File: config.mk
export PLATFORM = sky130hd
export DESIGN_NAME = record_fifo_with_high_water_mark_unit
export DESIGN_NICKNAME = d
export VERILOG_FILES = /design/src/rtl/rfifo_hwm_pkg.sv /design/src/rtl/rfifo_hwm_ram.sv /design/src/rtl/rfifo_hwm_ctrl.sv /design/src/rtl/rfifo_hwm_dp.sv /design/src/rtl/record_fifo_with_high_water_mark_unit.sv
export VERILOG_INCLUDE_DIRS = /design/src /design/src/rtl
export SDC_FILE = /design/constraint.sdc
export NUM_CORES = 1
export LEC_CHECK = 0
export BUFFER_PORTS_ARGS = -buffer_cell sky130_fd_sc_hd__buf_2
export CAP_MARGIN = 40
export CORE_MARGIN = 2
export CORE_UTILIZATION = 35
export DETAILED_ROUTE_END_ITERATION = 16
export PLACE_DENSITY_LB_ADDON = 0.2
export SLEW_MARGIN = 15
export SYNTH_ARGS = -nofsm -noshare
export SYNTH_HDL_FRONTEND = slang
export SYNTH_SLANG_ARGS = --single-unit
File: constraint.sdc
create_clock -name i_clk -period 3.6 [get_ports i_clk]
set_clock_uncertainty 0.1 [all_clocks]
set_input_delay 0.54 -clock i_clk [delete_from_list [all_inputs] [get_ports i_clk]]
set_output_delay 0.54 -clock i_clk [all_outputs]
set_load 0.02 [all_outputs]
File: src/rtl/record_fifo_with_high_water_mark_unit_macros.svh
// ----------------------------------------------------------------------------
// record fifo with high-water mark - assertion macros
// shared property forms for the concurrent checks of the top level
// ----------------------------------------------------------------------------
`ifndef RECORD_FIFO_WITH_HIGH_WATER_MARK_UNIT_MACROS_SVH
`define RECORD_FIFO_WITH_HIGH_WATER_MARK_UNIT_MACROS_SVH

// same-cycle implication
`define RFIFO_HWM_ASSERT_IMP(lbl, clk, rst_n, ante, cons) \
    lbl: assert property (@(posedge clk) disable iff (!(rst_n)) (ante) |-> (cons)) \
        else $error("rfifo_hwm: same-cycle check failed");

// next-cycle implication
`define RFIFO_HWM_ASSERT_NXT(lbl, clk, rst_n, ante, cons) \
    lbl: assert property (@(posedge clk) disable iff (!(rst_n)) (ante) |=> (cons)) \
        else $error("rfifo_hwm: next-cycle check failed");

`endif

File: src/rtl/rfifo_hwm_pkg.sv
// ----------------------------------------------------------------------------
// rfifo_hwm_pkg
// codes, widths and controller/datapath bundles of the record fifo
// ----------------------------------------------------------------------------
package rfifo_hwm_pkg;

    localparam int CFG_IW  = 8;
    localparam int CFG_DW  = 5;
    localparam int LEN_W   = 8;
    localparam int DATA_W  = 64;
    localparam int RLEN_W  = 4;
    localparam int OCC_W   = 5;
    localparam int STAT_W  = 2;
    localparam int BYTES_W = 4;

    localparam logic [CFG_IW-1:0] REG_RECORD_BYTES = 8'd0;
    localparam logic [CFG_IW-1:0] REG_SLOT_COUNT   = 8'd1;

    localparam logic [STAT_W-1:0] ST_OK    = 2'd0;
    localparam logic [STAT_W-1:0] ST_SIZE  = 2'd1;
    localparam logic [STAT_W-1:0] ST_LIMIT = 2'd2;

    localparam logic OP_PUSH = 1'b0;
    localparam logic OP_POP  = 1'b1;

    typedef struct packed {
        logic clear_en;
        logic capture;
        logic exec;
    } t_ctrl_cmd;

    typedef struct packed {
        logic clear_last;
    } t_dp_stat;

endpackage

File: src/rtl/rfifo_hwm_ram.sv
// ----------------------------------------------------------------------------
// rfifo_hwm_ram
// generic single-write, single-read ram with registered read data
// ----------------------------------------------------------------------------
module rfifo_hwm_ram #(
    parameter int WIDTH = 8,
    parameter int DEPTH = 16
) (
    input  logic                                          i_clk,
    input  logic                                          i_we,
    input  logic [((DEPTH > 1) ? $clog2(DEPTH) : 1)-1:0] i_waddr,
    input  logic [WIDTH-1:0]                              i_wdata,
    input  logic [((DEPTH > 1) ? $clog2(DEPTH) : 1)-1:0] i_raddr,
    output logic [WIDTH-1:0]                              o_rdata
);

    logic [WIDTH-1:0] r_mem [DEPTH];
    logic [WIDTH-1:0] r_rdata;

    always_ff @(posedge i_clk) begin
        if (i_we) begin
            r_mem[i_waddr] <= i_wdata;
        end
        r_rdata <= r_mem[i_raddr];
    end

    assign o_rdata = r_rdata;

endmodule

File: src/rtl/rfifo_hwm_ctrl.sv
// ----------------------------------------------------------------------------
// rfifo_hwm_ctrl
// sequencer: store clearing after reset, operation capture and execute
// ----------------------------------------------------------------------------
module rfifo_hwm_ctrl (
    input  logic                    i_clk,
    input  logic                    i_rst_n,
    input  logic                    i_start,
    input  rfifo_hwm_pkg::t_dp_stat i_stat,
    output rfifo_hwm_pkg::t_ctrl_cmd o_cmd,
    output logic                    o_busy,
    output logic                    o_cfg_ready,
    output logic                    o_valid
);

    import rfifo_hwm_pkg::*;

    localparam logic [1:0] S_CLEAR = 2'd0;
    localparam logic [1:0] S_IDLE  = 2'd1;
    localparam logic [1:0] S_EXEC  = 2'd2;

    logic [1:0] r_state;
    logic [1:0] n_state;
    logic       r_valid;
    logic       n_valid;

    always_comb begin
        n_state       = r_state;
        n_valid       = 1'b0;
        o_cmd         = '0;
        case (r_state)
            S_CLEAR: begin
                o_cmd.clear_en = 1'b1;
                if (i_stat.clear_last) begin
                    n_state = S_IDLE;
                end
            end
            S_IDLE: begin
                if (i_start) begin
                    o_cmd.capture = 1'b1;
                    n_state       = S_EXEC;
                end
            end
            S_EXEC: begin
                o_cmd.exec = 1'b1;
                n_valid    = 1'b1;
                n_state    = S_IDLE;
            end
            default: begin
                n_state = S_IDLE;
            end
        endcase
    end

    always_ff @(posedge i_clk) begin
        if (!i_rst_n) begin
            r_state <= S_CLEAR;
            r_valid <= 1'b0;
        end else begin
            r_state <= n_state;
            r_valid <= n_valid;
        end
    end

    assign o_busy      = (r_state != S_IDLE);
    assign o_cfg_ready = (r_state == S_IDLE);
    assign o_valid     = r_valid;

endmodule

File: src/rtl/rfifo_hwm_dp.sv
// ----------------------------------------------------------------------------
// rfifo_hwm_dp
// record store lanes, queue pointers, counters, configuration and result regs
// ----------------------------------------------------------------------------
module rfifo_hwm_dp #(
    parameter int MAX_SLOTS        = 16,
    parameter int MAX_RECORD_BYTES = 8
) (
    input  logic                                     i_clk,
    input  logic                                     i_rst_n,
    input  rfifo_hwm_pkg::t_ctrl_cmd                 i_cmd,
    output rfifo_hwm_pkg::t_dp_stat                  o_stat,
    input  logic                                     i_cfg_we,
    input  logic [rfifo_hwm_pkg::CFG_IW-1:0]         i_cfg_index,
    input  logic [rfifo_hwm_pkg::CFG_DW-1:0]         i_cfg_data,
    input  logic                                     i_operation,
    input  logic [rfifo_hwm_pkg::LEN_W-1:0]          i_length,
    input  logic [rfifo_hwm_pkg::DATA_W-1:0]         i_data_in,
    output logic [rfifo_hwm_pkg::STAT_W-1:0]         o_status,
    output logic [rfifo_hwm_pkg::DATA_W-1:0]         o_data_out,
    output logic [rfifo_hwm_pkg::RLEN_W-1:0]         o_returned_length,
    output logic [rfifo_hwm_pkg::OCC_W-1:0]          o_occupancy,
    output logic [rfifo_hwm_pkg::OCC_W-1:0]          o_max_occupancy
);

    import rfifo_hwm_pkg::*;

    localparam int IW         = (MAX_SLOTS > 1) ? $clog2(MAX_SLOTS) : 1;
    localparam int CW         = (MAX_SLOTS > 1) ? $clog2(MAX_SLOTS + 1) : 1;
    localparam int RST_SLOTS  = (MAX_SLOTS < 16) ? MAX_SLOTS : 16;
    localparam int LANES      = DATA_W / 8;

    logic [BYTES_W-1:0] r_eff_bytes, n_eff_bytes;
    logic [CW-1:0]      r_eff_slots, n_eff_slots;
    logic [IW-1:0]      r_oldest, n_oldest;
    logic [IW-1:0]      r_newest, n_newest;
    logic               r_empty, n_empty;
    logic [CW-1:0]      r_held, n_held;
    logic [CW-1:0]      r_hw, n_hw;
    logic [IW-1:0]      r_clr_addr;

    logic               r_op;
    logic [LEN_W-1:0]   r_len;
    logic [DATA_W-1:0]  r_data;
    logic [STAT_W-1:0]  r_status, n_status;
    logic [DATA_W-1:0]  r_dout, n_dout;
    logic [RLEN_W-1:0]  r_rlen, n_rlen;

    logic [BYTES_W-1:0] cfg_bytes;
    logic [CW-1:0]      cfg_slots;
    logic [IW-1:0]      next_idx;
    logic [IW-1:0]      next_old;
    logic               push_wr;
    logic [DATA_W-1:0]  rd_word;
    logic [7:0]         rd_lane [MAX_RECORD_BYTES];

    // record store, one ram per byte lane
    for (genvar k = 0; k < MAX_RECORD_BYTES; k++) begin : g_lane
        logic       lane_we;
        logic [7:0] lane_wdata;
        assign lane_we    = i_cmd.clear_en | (push_wr & (r_len > LEN_W'(k)));
        assign lane_wdata = i_cmd.clear_en ? 8'd0 : r_data[8*k +: 8];
        rfifo_hwm_ram #(
            .WIDTH (8),
            .DEPTH (MAX_SLOTS)
        ) u_ram (
            .i_clk   (i_clk),
            .i_we    (lane_we),
            .i_waddr (i_cmd.clear_en ? r_clr_addr : next_idx),
            .i_wdata (lane_wdata),
            .i_raddr (r_oldest),
            .o_rdata (rd_lane[k])
        );
    end

    for (genvar k = 0; k < LANES; k++) begin : g_mask
        if (k < MAX_RECORD_BYTES) begin : g_used
            assign rd_word[8*k +: 8] = (r_eff_bytes > BYTES_W'(k)) ? rd_lane[k] : 8'd0;
        end else begin : g_unused
            assign rd_word[8*k +: 8] = 8'd0;
        end
    end

    // configuration values clamped to their usable range
    always_comb begin
        if (i_cfg_data[BYTES_W-1:0] == '0) begin
            cfg_bytes = BYTES_W'(1);
        end else if (32'(i_cfg_data[BYTES_W-1:0]) > MAX_RECORD_BYTES) begin
            cfg_bytes = BYTES_W'(MAX_RECORD_BYTES);
        end else begin
            cfg_bytes = i_cfg_data[BYTES_W-1:0];
        end
        if (i_cfg_data == '0) begin
            cfg_slots = CW'(1);
        end else if (32'(i_cfg_data) > MAX_SLOTS) begin
            cfg_slots = CW'(MAX_SLOTS);
        end else begin
            cfg_slots = CW'(i_cfg_data);
        end
    end

    // circular successors of the two pointers
    assign next_idx = ((CW'(r_newest) + CW'(1)) == r_eff_slots) ? '0 : IW'(r_newest + 1'b1);
    assign next_old = ((CW'(r_oldest) + CW'(1)) == r_eff_slots) ? '0 : IW'(r_oldest + 1'b1);

    assign push_wr = i_cmd.exec && (r_op == OP_PUSH) && (r_len <= LEN_W'(r_eff_bytes))
                     && (r_empty || (next_idx != r_oldest));

    always_comb begin
        n_eff_bytes = r_eff_bytes;
        n_eff_slots = r_eff_slots;
        n_oldest    = r_oldest;
        n_newest    = r_newest;
        n_empty     = r_empty;
        n_held      = r_held;
        n_hw        = r_hw;
        n_status    = r_status;
        n_dout      = r_dout;
        n_rlen      = r_rlen;

        if (i_cfg_we) begin
            if (i_cfg_index == REG_RECORD_BYTES) begin
                n_eff_bytes = cfg_bytes;
            end else if (i_cfg_index == REG_SLOT_COUNT) begin
                n_eff_slots = cfg_slots;
                n_oldest    = '0;
                n_newest    = IW'(cfg_slots - CW'(1));
                n_empty     = 1'b1;
                n_held      = '0;
            end
        end

        if (i_cmd.exec) begin
            n_status = ST_OK;
            n_dout   = '0;
            n_rlen   = '0;
            if (r_op == OP_PUSH) begin
                if (r_len > LEN_W'(r_eff_bytes)) begin
                    n_status = ST_SIZE;
                end else if (!r_empty && (next_idx == r_oldest)) begin
                    n_status = ST_LIMIT;
                end else begin
                    n_held   = r_held + CW'(1);
                    n_newest = next_idx;
                    if ((r_held + CW'(1)) > r_hw) begin
                        n_hw = r_held + CW'(1);
                    end
                    if (r_empty) begin
                        n_oldest = next_idx;
                        n_empty  = 1'b0;
                    end
                end
            end else begin
                if (r_len < LEN_W'(r_eff_bytes)) begin
                    n_status = ST_SIZE;
                end else if (r_empty) begin
                    n_status = ST_LIMIT;
                end else begin
                    n_dout = rd_word;
                    n_rlen = RLEN_W'(r_eff_bytes);
                    if (r_held != '0) begin
                        n_held = r_held - CW'(1);
                    end
                    if (r_oldest == r_newest) begin
                        n_empty = 1'b1;
                    end else begin
                        n_oldest = next_old;
                    end
                end
            end
        end
    end

    always_ff @(posedge i_clk) begin
        if (!i_rst_n) begin
            r_eff_bytes <= BYTES_W'(MAX_RECORD_BYTES);
            r_eff_slots <= CW'(RST_SLOTS);
            r_oldest    <= '0;
            r_newest    <= IW'(RST_SLOTS - 1);
            r_empty     <= 1'b1;
            r_held      <= '0;
            r_hw        <= '0;
            r_clr_addr  <= '0;
        end else begin
            r_eff_bytes <= n_eff_bytes;
            r_eff_slots <= n_eff_slots;
            r_oldest    <= n_oldest;
            r_newest    <= n_newest;
            r_empty     <= n_empty;
            r_held      <= n_held;
            r_hw        <= n_hw;
            if (i_cmd.clear_en) begin
                r_clr_addr <= r_clr_addr + 1'b1;
            end
        end
    end

    always_ff @(posedge i_clk) begin
        if (i_cmd.capture) begin
            r_op   <= i_operation;
            r_len  <= i_length;
            r_data <= i_data_in;
        end
        r_status <= n_status;
        r_dout   <= n_dout;
        r_rlen   <= n_rlen;
    end

    assign o_stat.clear_last = (r_clr_addr == IW'(MAX_SLOTS - 1));

    assign o_status          = r_status;
    assign o_data_out        = r_dout;
    assign o_returned_length = r_rlen;
    assign o_occupancy       = OCC_W'(r_held);
    assign o_max_occupancy   = OCC_W'(r_hw);

endmodule

File: src/rtl/record_fifo_with_high_water_mark_unit.sv
// ----------------------------------------------------------------------------
// record_fifo_with_high_water_mark_unit
// circular fifo of fixed-size records with occupancy and high-water reporting
//
//  channel   handshake                  payload
//  command   start / busy               i_operation, i_length, i_data_in
//  result    o_valid (one-cycle strobe) o_status, o_data_out, o_returned_length,
//                                       o_occupancy, o_max_occupancy
//  config    i_cfg_valid / o_cfg_ready  i_cfg_index, i_cfg_data
//
//  every operation runs as a capture, then one ram read-modify step;
//  the strobe follows in the next cycle; no new command is taken while busy is high
//  after reset the store is swept to zero with busy high
//  results cannot be held off; a result is shown for exactly one cycle
// ----------------------------------------------------------------------------
`include "record_fifo_with_high_water_mark_unit_macros.svh"

module record_fifo_with_high_water_mark_unit #(
    parameter int MAX_SLOTS        = 16,
    parameter int MAX_RECORD_BYTES = 8
) (
    input  logic                                 i_clk,
    input  logic                                 i_rst_n,
    input  logic                                 start,
    output logic                                 busy,
    input  logic                                 i_operation,
    input  logic [rfifo_hwm_pkg::LEN_W-1:0]      i_length,
    input  logic [rfifo_hwm_pkg::DATA_W-1:0]     i_data_in,
    output logic                                 o_valid,
    output logic [rfifo_hwm_pkg::STAT_W-1:0]     o_status,
    output logic [rfifo_hwm_pkg::DATA_W-1:0]     o_data_out,
    output logic [rfifo_hwm_pkg::RLEN_W-1:0]     o_returned_length,
    output logic [rfifo_hwm_pkg::OCC_W-1:0]      o_occupancy,
    output logic [rfifo_hwm_pkg::OCC_W-1:0]      o_max_occupancy,
    input  logic                                 i_cfg_valid,
    output logic                                 o_cfg_ready,
    input  logic [rfifo_hwm_pkg::CFG_IW-1:0]     i_cfg_index,
    input  logic [rfifo_hwm_pkg::CFG_DW-1:0]     i_cfg_data
);

    import rfifo_hwm_pkg::*;

    t_ctrl_cmd cmd;
    t_dp_stat  stat;
    logic      cfg_we;

    assign cfg_we = i_cfg_valid & o_cfg_ready;

    rfifo_hwm_ctrl u_ctrl (
        .i_clk       (i_clk),
        .i_rst_n     (i_rst_n),
        .i_start     (start),
        .i_stat      (stat),
        .o_cmd       (cmd),
        .o_busy      (busy),
        .o_cfg_ready (o_cfg_ready),
        .o_valid     (o_valid)
    );

    rfifo_hwm_dp #(
        .MAX_SLOTS        (MAX_SLOTS),
        .MAX_RECORD_BYTES (MAX_RECORD_BYTES)
    ) u_dp (
        .i_clk             (i_clk),
        .i_rst_n           (i_rst_n),
        .i_cmd             (cmd),
        .o_stat            (stat),
        .i_cfg_we          (cfg_we),
        .i_cfg_index       (i_cfg_index),
        .i_cfg_data        (i_cfg_data),
        .i_operation       (i_operation),
        .i_length          (i_length),
        .i_data_in         (i_data_in),
        .o_status          (o_status),
        .o_data_out        (o_data_out),
        .o_returned_length (o_returned_length),
        .o_occupancy       (o_occupancy),
        .o_max_occupancy   (o_max_occupancy)
    );

    // a transfer on the command side always leads to busy in the next cycle
    `RFIFO_HWM_ASSERT_NXT(a_accept_busy, i_clk, i_rst_n, start && !busy, busy)
    // one strobe per operation
    `RFIFO_HWM_ASSERT_NXT(a_single_strobe, i_clk, i_rst_n, o_valid, !o_valid)
    // occupancy never above the high-water mark
    `RFIFO_HWM_ASSERT_IMP(a_hwm_bound, i_clk, i_rst_n, o_valid, o_occupancy <= o_max_occupancy)
    // failed operations carry no record
    `RFIFO_HWM_ASSERT_IMP(a_fail_empty, i_clk, i_rst_n, o_valid && (o_status != ST_OK), (o_returned_length == '0) && (o_data_out == '0))

endmodule
Yosys cells after proc, flatten, opt, wreduce, memory -nomap -nowiden
Memories as Yosys holds them, arrays and structs flattened. A register that Yosys moved wholly into a read port is not among the register bits. Index checks and enable logic that the tools add are counted.

Memory bits (writable): 1024. Register bits after elaboration: 178. Bits of input ports: 90. Word-level logic and storage cells: 208. Output and inout port bits: 83. Memories: 8.

Memory list: u_dp.g_lane[0].u_ram.r_mem (words 16, bits a word 8, rd ports 1, clocked after Yosys merged registers in 1, wr ports 1, RTL line rfifo_hwm_ram.sv:17) `logic [WIDTH-1:0] r_mem [DEPTH];`; u_dp.g_lane[1].u_ram.r_mem (words 16, bits a word 8, rd ports 1, clocked after Yosys merged registers in 1, wr ports 1, RTL line rfifo_hwm_ram.sv:17); u_dp.g_lane[2].u_ram.r_mem (words 16, bits a word 8, rd ports 1, clocked after Yosys merged registers in 1, wr ports 1, RTL line rfifo_hwm_ram.sv:17); u_dp.g_lane[3].u_ram.r_mem (words 16, bits a word 8, rd ports 1, clocked after Yosys merged registers in 1, wr ports 1, RTL line rfifo_hwm_ram.sv:17); u_dp.g_lane[4].u_ram.r_mem (words 16, bits a word 8, rd ports 1, clocked after Yosys merged registers in 1, wr ports 1, RTL line rfifo_hwm_ram.sv:17); u_dp.g_lane[5].u_ram.r_mem (words 16, bits a word 8, rd ports 1, clocked after Yosys merged registers in 1, wr ports 1, RTL line rfifo_hwm_ram.sv:17); +2 memories.

Add/subtract/negate cells: 8. Mux-type cells: 82. Reductions and logical operators: 24. $lt $le $gt $ge: 22. Bitwise logic cells: 29. Equality and inequality tests: 12.

Operator list (count): $mux 4 (23); $mux 8 (8); $mux 5 (12); $gt 8x3->1 const B (4); $reduce_or 4->1 (8); $mux 1 (31); $gt 4x3->1 const B (4); $gt 8x1->1 const B (2); $gt 8x2->1 const B (2); $mux 2 (7); $add 4x1->4 const B (3); $not 1->1 (12); $add 4x1->5 const B (2); $eq 5x5->1 (2); $and 1x1->1 (9); $eq 4x4->1 (2); $eq 8x1->1 const B (1); $gt 4x1->1 const B (2); $gt 4x2->1 const B (2); $gt 8x4->1 (1); $le 8x4->1 (1); $logic_not 8->1 (1); $lt 8x4->1 (1); $or 1x1->1 (8); 24 further kinds (29).

Depth between registers and ports, before layout
Word-level depth: 11. Depth in mapped cells: 11. Gate-level depth less buffers: 10.

Cells and area by module
Synthesis repeated with hierarchy kept, for this count alone.

Cells, all modules: 2494. Area total of the unflattened synthesis: 49249.7 um^2.

By module, submodules not included: rfifo_hwm_ram (area each 5147.4 um^2, instances 8, seq. area each 4003.8 um^2, cells each 229); rfifo_hwm_dp (area each 7927.6 um^2, instances 1, seq. area each 4934.7 um^2, cells each 647); rfifo_hwm_ctrl (area each 136.4 um^2, instances 1, seq. area each 60.1 um^2, cells each 14); record_fifo_with_high_water_mark_unit (area each 6.3 um^2, instances 1, seq. area each 0.0 um^2, cells each 1).

Worst setup path before layout
OpenSTA, ideal clock, no wires.

Path kind: flip-flop to flip-flop. From: register u_dp.r_newest[0]. To: memory u_dp.g_lane[5].u_ram.r_mem[7][0] (enable). Buffers on the path: 1. Arrival: 2.855 ns. Cell stages (with the launch flop): 10. Library setup time: 0.371 ns. Slack: 0.274 ns. Data required time: 3.129 ns. Clock period less this slack: 3.326 ns. Cells stage by stage: dfxtp_1 > ha_1 > xnor2_1 > xor2_1 > and4_1 > mux2_2 > a311oi_4 > a21oi_2 > buf_2 > nor2_1.

Word-level cells in the longest chain between the ends: 10. Elaborated cells on any way between the ends: 12. Those cells by class: add/sub: 2; eq/ne: 2; mux: 4; bitwise: 2; reduce/logical: 2.

RTL lines: from (decl) (RTL line rfifo_hwm_dp.sv:36) `logic [IW-1:0] r_newest, n_newest;`; from (signal assigned) (RTL line rfifo_hwm_dp.sv:179) `r_newest <= IW'(RST_SLOTS - 1);`; from (signal assigned) (RTL line rfifo_hwm_dp.sv:188) `r_newest <= n_newest;`; $add 4x1->5 (RTL line rfifo_hwm_dp.sv:103) `assign next_idx = ((CW'(r_newest) + CW'(1)) == r_eff_slots) ? '0 : IW'(r_newest + 1'b1);`; $eq 5x5->1 (RTL line rfifo_hwm_dp.sv:103); $mux 4 * (RTL line rfifo_hwm_dp.sv:103); $ne 4x4->1 (RTL line rfifo_hwm_dp.sv:107) `&& (r_empty || (next_idx != r_oldest));`; $logic_or 1x1->1 (RTL line rfifo_hwm_dp.sv:107); $logic_and 1x1->1 (RTL line rfifo_hwm_dp.sv:107); $and 1x1->1 (RTL line rfifo_hwm_dp.sv:61) `assign lane_we = i_cmd.clear_en | (push_wr & (r_len > LEN_W'(k)));`; $or 1x1->1 (RTL line rfifo_hwm_dp.sv:61); $mux 1 (RTL line rfifo_hwm_ram.sv:21) `if (i_we) begin`; $mux 1 (not written as such) (RTL line rfifo_hwm_ram.sv:22) `r_mem[i_waddr] <= i_wdata;`; to (decl) (RTL line rfifo_hwm_ram.sv:17).

Every way passes the cells marked *; elsewhere a longest branch is shown, timed or not.

Final worst setup path
From: register u_dp.r_newest[0]. To: memory u_dp.g_lane[6].u_ram.r_mem[4][6] (enable).

Word-level cells in the longest chain between the ends: 10. Elaborated cells on any way between the ends: 12. Those cells by class: add/sub: 2; eq/ne: 2; mux: 4; bitwise: 2; reduce/logical: 2.

RTL lines (RTL line): $add 4x1->5 (rfifo_hwm_dp.sv:103); $eq 5x5->1 (rfifo_hwm_dp.sv:103); $mux 4 * (rfifo_hwm_dp.sv:103); $ne 4x4->1 (rfifo_hwm_dp.sv:107); $logic_or 1x1->1 (rfifo_hwm_dp.sv:107); $logic_and 1x1->1 (rfifo_hwm_dp.sv:107); $and 1x1->1 (rfifo_hwm_dp.sv:61); $or 1x1->1 (rfifo_hwm_dp.sv:61); $mux 1 (rfifo_hwm_ram.sv:21); $mux 1 (not written as such) (rfifo_hwm_ram.sv:22); to (decl) (rfifo_hwm_ram.sv:17).

Marks and branches as above.

==> flow_summary.ini <==
[sta]
drv_slew = 0
finalSetupTns_ns = 0
rsz0062_at_grt = false
hold_viol_final = 0
fin_ws_ns = 0.152
max_freq_mhz = 290
slew_headroom_pct = 39.2
finalWorstPathRequiredPeriod_ns = 3.45
hold-worst-slack_ns = 0.153
worstMarginPinSlew_ns = 0.911
fin_crit_sh_pct = 95.8
setup_viol_count_final = 0

[placed_design]
dp_slack_ns = 0.0150
dpl.hpwl_mm = 80.7
placed_cells = 4405
gp_congestion = 0.844
io_buffers = 172
postPlaceCellArea_um2 = 52900

[global_route]
grt_usage_pct = 17.6
grt_pass1_wl_mm = 179
antenna_found_initial = 11
gr-total-overflow = 0
grt_pass1_vias = 25400
grt_max_degree = 93

[critical_path]
crit_slowest_cell = mux2_2
crit_path_frequent_cell = buf_4
max_stage_delay_ns = 0.41
start_kind = flip-flop
endpoint_kind = flip-flop
required_ns = 3.95
crit_chain = ha_1 > xnor2_2 > xor2_1 > and4_1 > mux2_2 > a311oi_4 > buf_12 > a21oi_2 > buf_4 > nor2_1 > buf_4
setup.worst_path.class = reg2reg
r2r_end = u_dp.g_lane[6].u_ram.r_mem[4][6]$_DFFE_PP_
crit_arrival_ns = 3.80
critical_path.max_fanout = 16
cp_top_family = XOR/XNOR gates
rr_worst_depth = 11
reg2reg_slack_ns = 0.15
crit_buf_inv = 3
r2r-start = u_dp.r_newest[0]$_SDFF_PN1_

[synthesis]
yosysSeqAreaShare_pct = 76.8
yosys_warnings = 0
synthDistinctLibCells = 61
ys.flop_type = edfxtp_1
syn_inst = 2317
syn_nets = 2422
synth_edf_count = 1167
synthArstFlopShare_pct = 0
syn_avg_cell_area_um2 = 20.8
synth_seq_cells = 1266
synth_area_um2 = 48200

[routing]
detailroute.via_count = 24200
wl_per_cell_um = 26.0
detail-route-antenna-nets = 0
routed_wl_mm = 123
drc = 0
first_pass_iters = 5
via_per_inst = 5.11
drtIter0Drc = 2614

[job]
cap_violations = 0

[pwr]
leakage_nw = 19.0
power_density_nw_per_um2 = 537
max-vdd-ir-drop_v = 0.000395
report.power.total_mw = 31.4

[floorplanning]
core_um2 = 137000
rows = 136
fp.dieW_um = 375
die_area_um2 = 141000
die_h_um = 375
initial_core_util_pct = 35.1
ioPinCount = 173

[cts]
cts_tree = yes
cts_buffers = 136
cts_root_buf = clkbuf_16
cts_setup_buffers = 0
clockBufferDepth = 3
clock_sinks = 1266
clock_latency_ns = 0.76
clkTransAtPathRegs_ns = 0.07
htree_levels = 4

[finish]
finalNetCount = 2937
syn2layout_area_growth_pct = 21.1
multi_input_area_um2 = 10800
fillers = 12000
fin_cells = 4742
drive_gt1_share_pct = 32.6
finalInstanceArea_um2 = 58400
final_core_util_pct = 42.6
seq_area_um2 = 37000

[worst_hold_path]
min_to = u_dp.r_eff_bytes[1]$_SDFFE_PN0P_
hp-class = in2reg
worstHoldStart = i_cfg_index[0]
hold_path_depth = 3

[run_status]
status = complete, no violations
## cell usage in the layout, fill, tap and decap left out, types with 21 or more instances in the layout
cell type	instances
buf_4	214
edfxtp_1	1167
mux4_2	320
clkbuf_1	38
nor2_1	174
nand2_1	41
and2_1	122
clkinv_1	22
a21oi_1	27
dlygate4sd3_1	82
clkbuf_16	141
nor3_1	21
buf_2	172
dfxtp_1	95
## routing by layer
metal	share of wire (%)	up-vias	global-route usage (%)
met5	0.022	-	0
met4	1.9	4	4.49
met3	6.0	177	3.42
met2	47	793	27.7
met1	45	12800	25.3
li1	-	10500	-
## repair_timing
| item | CTS | global route |
|---|---|---|
| setup endpoints to repair | 0 | 730 |
| endpoints found under the hold margin | 79 | 0 |
| gates resized for setup | 0 | 8 |
| hold buffers | 82 | 0 |
## kinds of logic (layout without fill, tap and decap cells)
| kind of cell | Yosys count | in the layout | synth area share (%) |
|---|---|---|---|
| buffers and inverters | 130 | 759 | 1.05 |
| other | 0 | 2 | 0 |
| adders and majority gates | 15 | 15 | 0.389 |
| xor gates and xnor gates | 26 | 26 | 0.488 |
| DFF | 1266 | 1266 | 76.8 |
| and+or+nand+nor | 436 | 436 | 4.49 |
| AOI/OAI and AO/OA | 118 | 118 | 1.70 |
| muxes | 326 | 326 | 15.1 |
## where the power goes
| group | total [mW] | internal [mW] | leakage, nW | switching (mW) |
|---|---|---|---|---|
| clock network | 14.3 | 8.56 | 2.20 | 5.71 |
| registers | 16.3 | 16.2 | 11.3 | 0.0895 |
| logic | 0.791 | 0.385 | 5.45 | 0.406 |
| total | 31.4 | 25.2 | 19.0 | 6.20 |
## cell usage after synthesis, types with 6 or more instances
cell type	n	share of area (%)
ha_1	15	0.39
o21ai_0	14	0.15
o22ai_1	7	0.091
and2_1	123	1.6
a21oi_2	7	0.13
nand3_1	14	0.15
and3_1	14	0.18
nand2_1	41	0.32
clkbuf_1	67	0.52
xor2_1	14	0.25
nand3b_1	6	0.093
nor3_1	24	0.25
buf_2	13	0.13
dfxtp_1	99	4.1
nand2b_1	7	0.091
nor2_1	176	1.4
a211oi_1	6	0.093
a21oi_1	40	0.42
buf_1	31	0.24
xnor2_1	11	0.20
inv_1	19	0.15
mux4_2	320	15
o211ai_1	6	0.093
edfxtp_1	1167	73
## sequential cells by signal (all words and copies together), names as in the netlist, 5 cells and up
signal                     cells
u_dp.o_data_out               64
u_dp.r_len                     8
u_dp.o_occupancy               5
u_dp.g_lane.u_ram.o_rdata     64
u_dp.r_eff_slots               5
u_dp.r_data                   64
u_dp.g_lane.u_ram.r_mem     1024
u_dp.o_max_occupancy           5
## worst register-to-register path, delay by kind of cell (launching register included)
| kind | cells | cell delay (ns) |
|---|---|---|
| xor+xnor | 2 | 0.60 |
| buf+inv | 3 | 0.56 |
| simple gates | 2 | 0.50 |
| mux | 1 | 0.41 |
| flops | 1 | 0.37 |
| compound gates | 2 | 0.35 |
| fa+ha+maj | 1 | 0.27 |
## how the worst max path moves through the flow
| stage | endpoint | slack, ns | from | cells after the start |
|---|---|---|---|---|
| global route | u_dp.g_lane[5].u_ram.r_mem[12][5]$_DFFE_PP_ | 0.007 | u_dp.r_newest[0]$_SDFF_PN1_ | 11 |
| CTS | u_dp.g_lane[1].u_ram.r_mem[12][6]$_DFFE_PP_ | 0.01 | u_dp.r_newest[0]$_SDFF_PN1_ | 10 |
| detailed placement | u_dp.g_lane[1].u_ram.r_mem[12][5]$_DFFE_PP_ | 0.02 | u_dp.r_newest[0]$_SDFF_PN1_ | 10 |
| floorplan | u_dp.g_lane[5].u_ram.r_mem[7][0]$_DFFE_PP_ | 0.27 | u_dp.r_newest[0]$_SDFF_PN1_ | 9 |
| finish | u_dp.g_lane[6].u_ram.r_mem[4][6]$_DFFE_PP_ | 0.15 | u_dp.r_newest[0]$_SDFF_PN1_ | 11 |
| global placement | u_dp.g_lane[0].u_ram.r_mem[6][2]$_DFFE_PP_ | 0.17 | u_dp.r_newest[0]$_SDFF_PN1_ | 10 |
## area by class of cell
type / count / share of cell area (%)
Timing Repair Buffer: 488 / 6.30
Antenna cell: 2 / 0.00857
Clock inverter: 70 / 1.47
Multi-Input combinational cell: 921 / 18.5
Clock buffer: 182 / 6.36
Tap cell: 1794 / 3.84
Sequential cell: 1266 / 63.4
Inverter: 19 / 0.126
No activity file was read; power rests on OpenSTA's default activity.
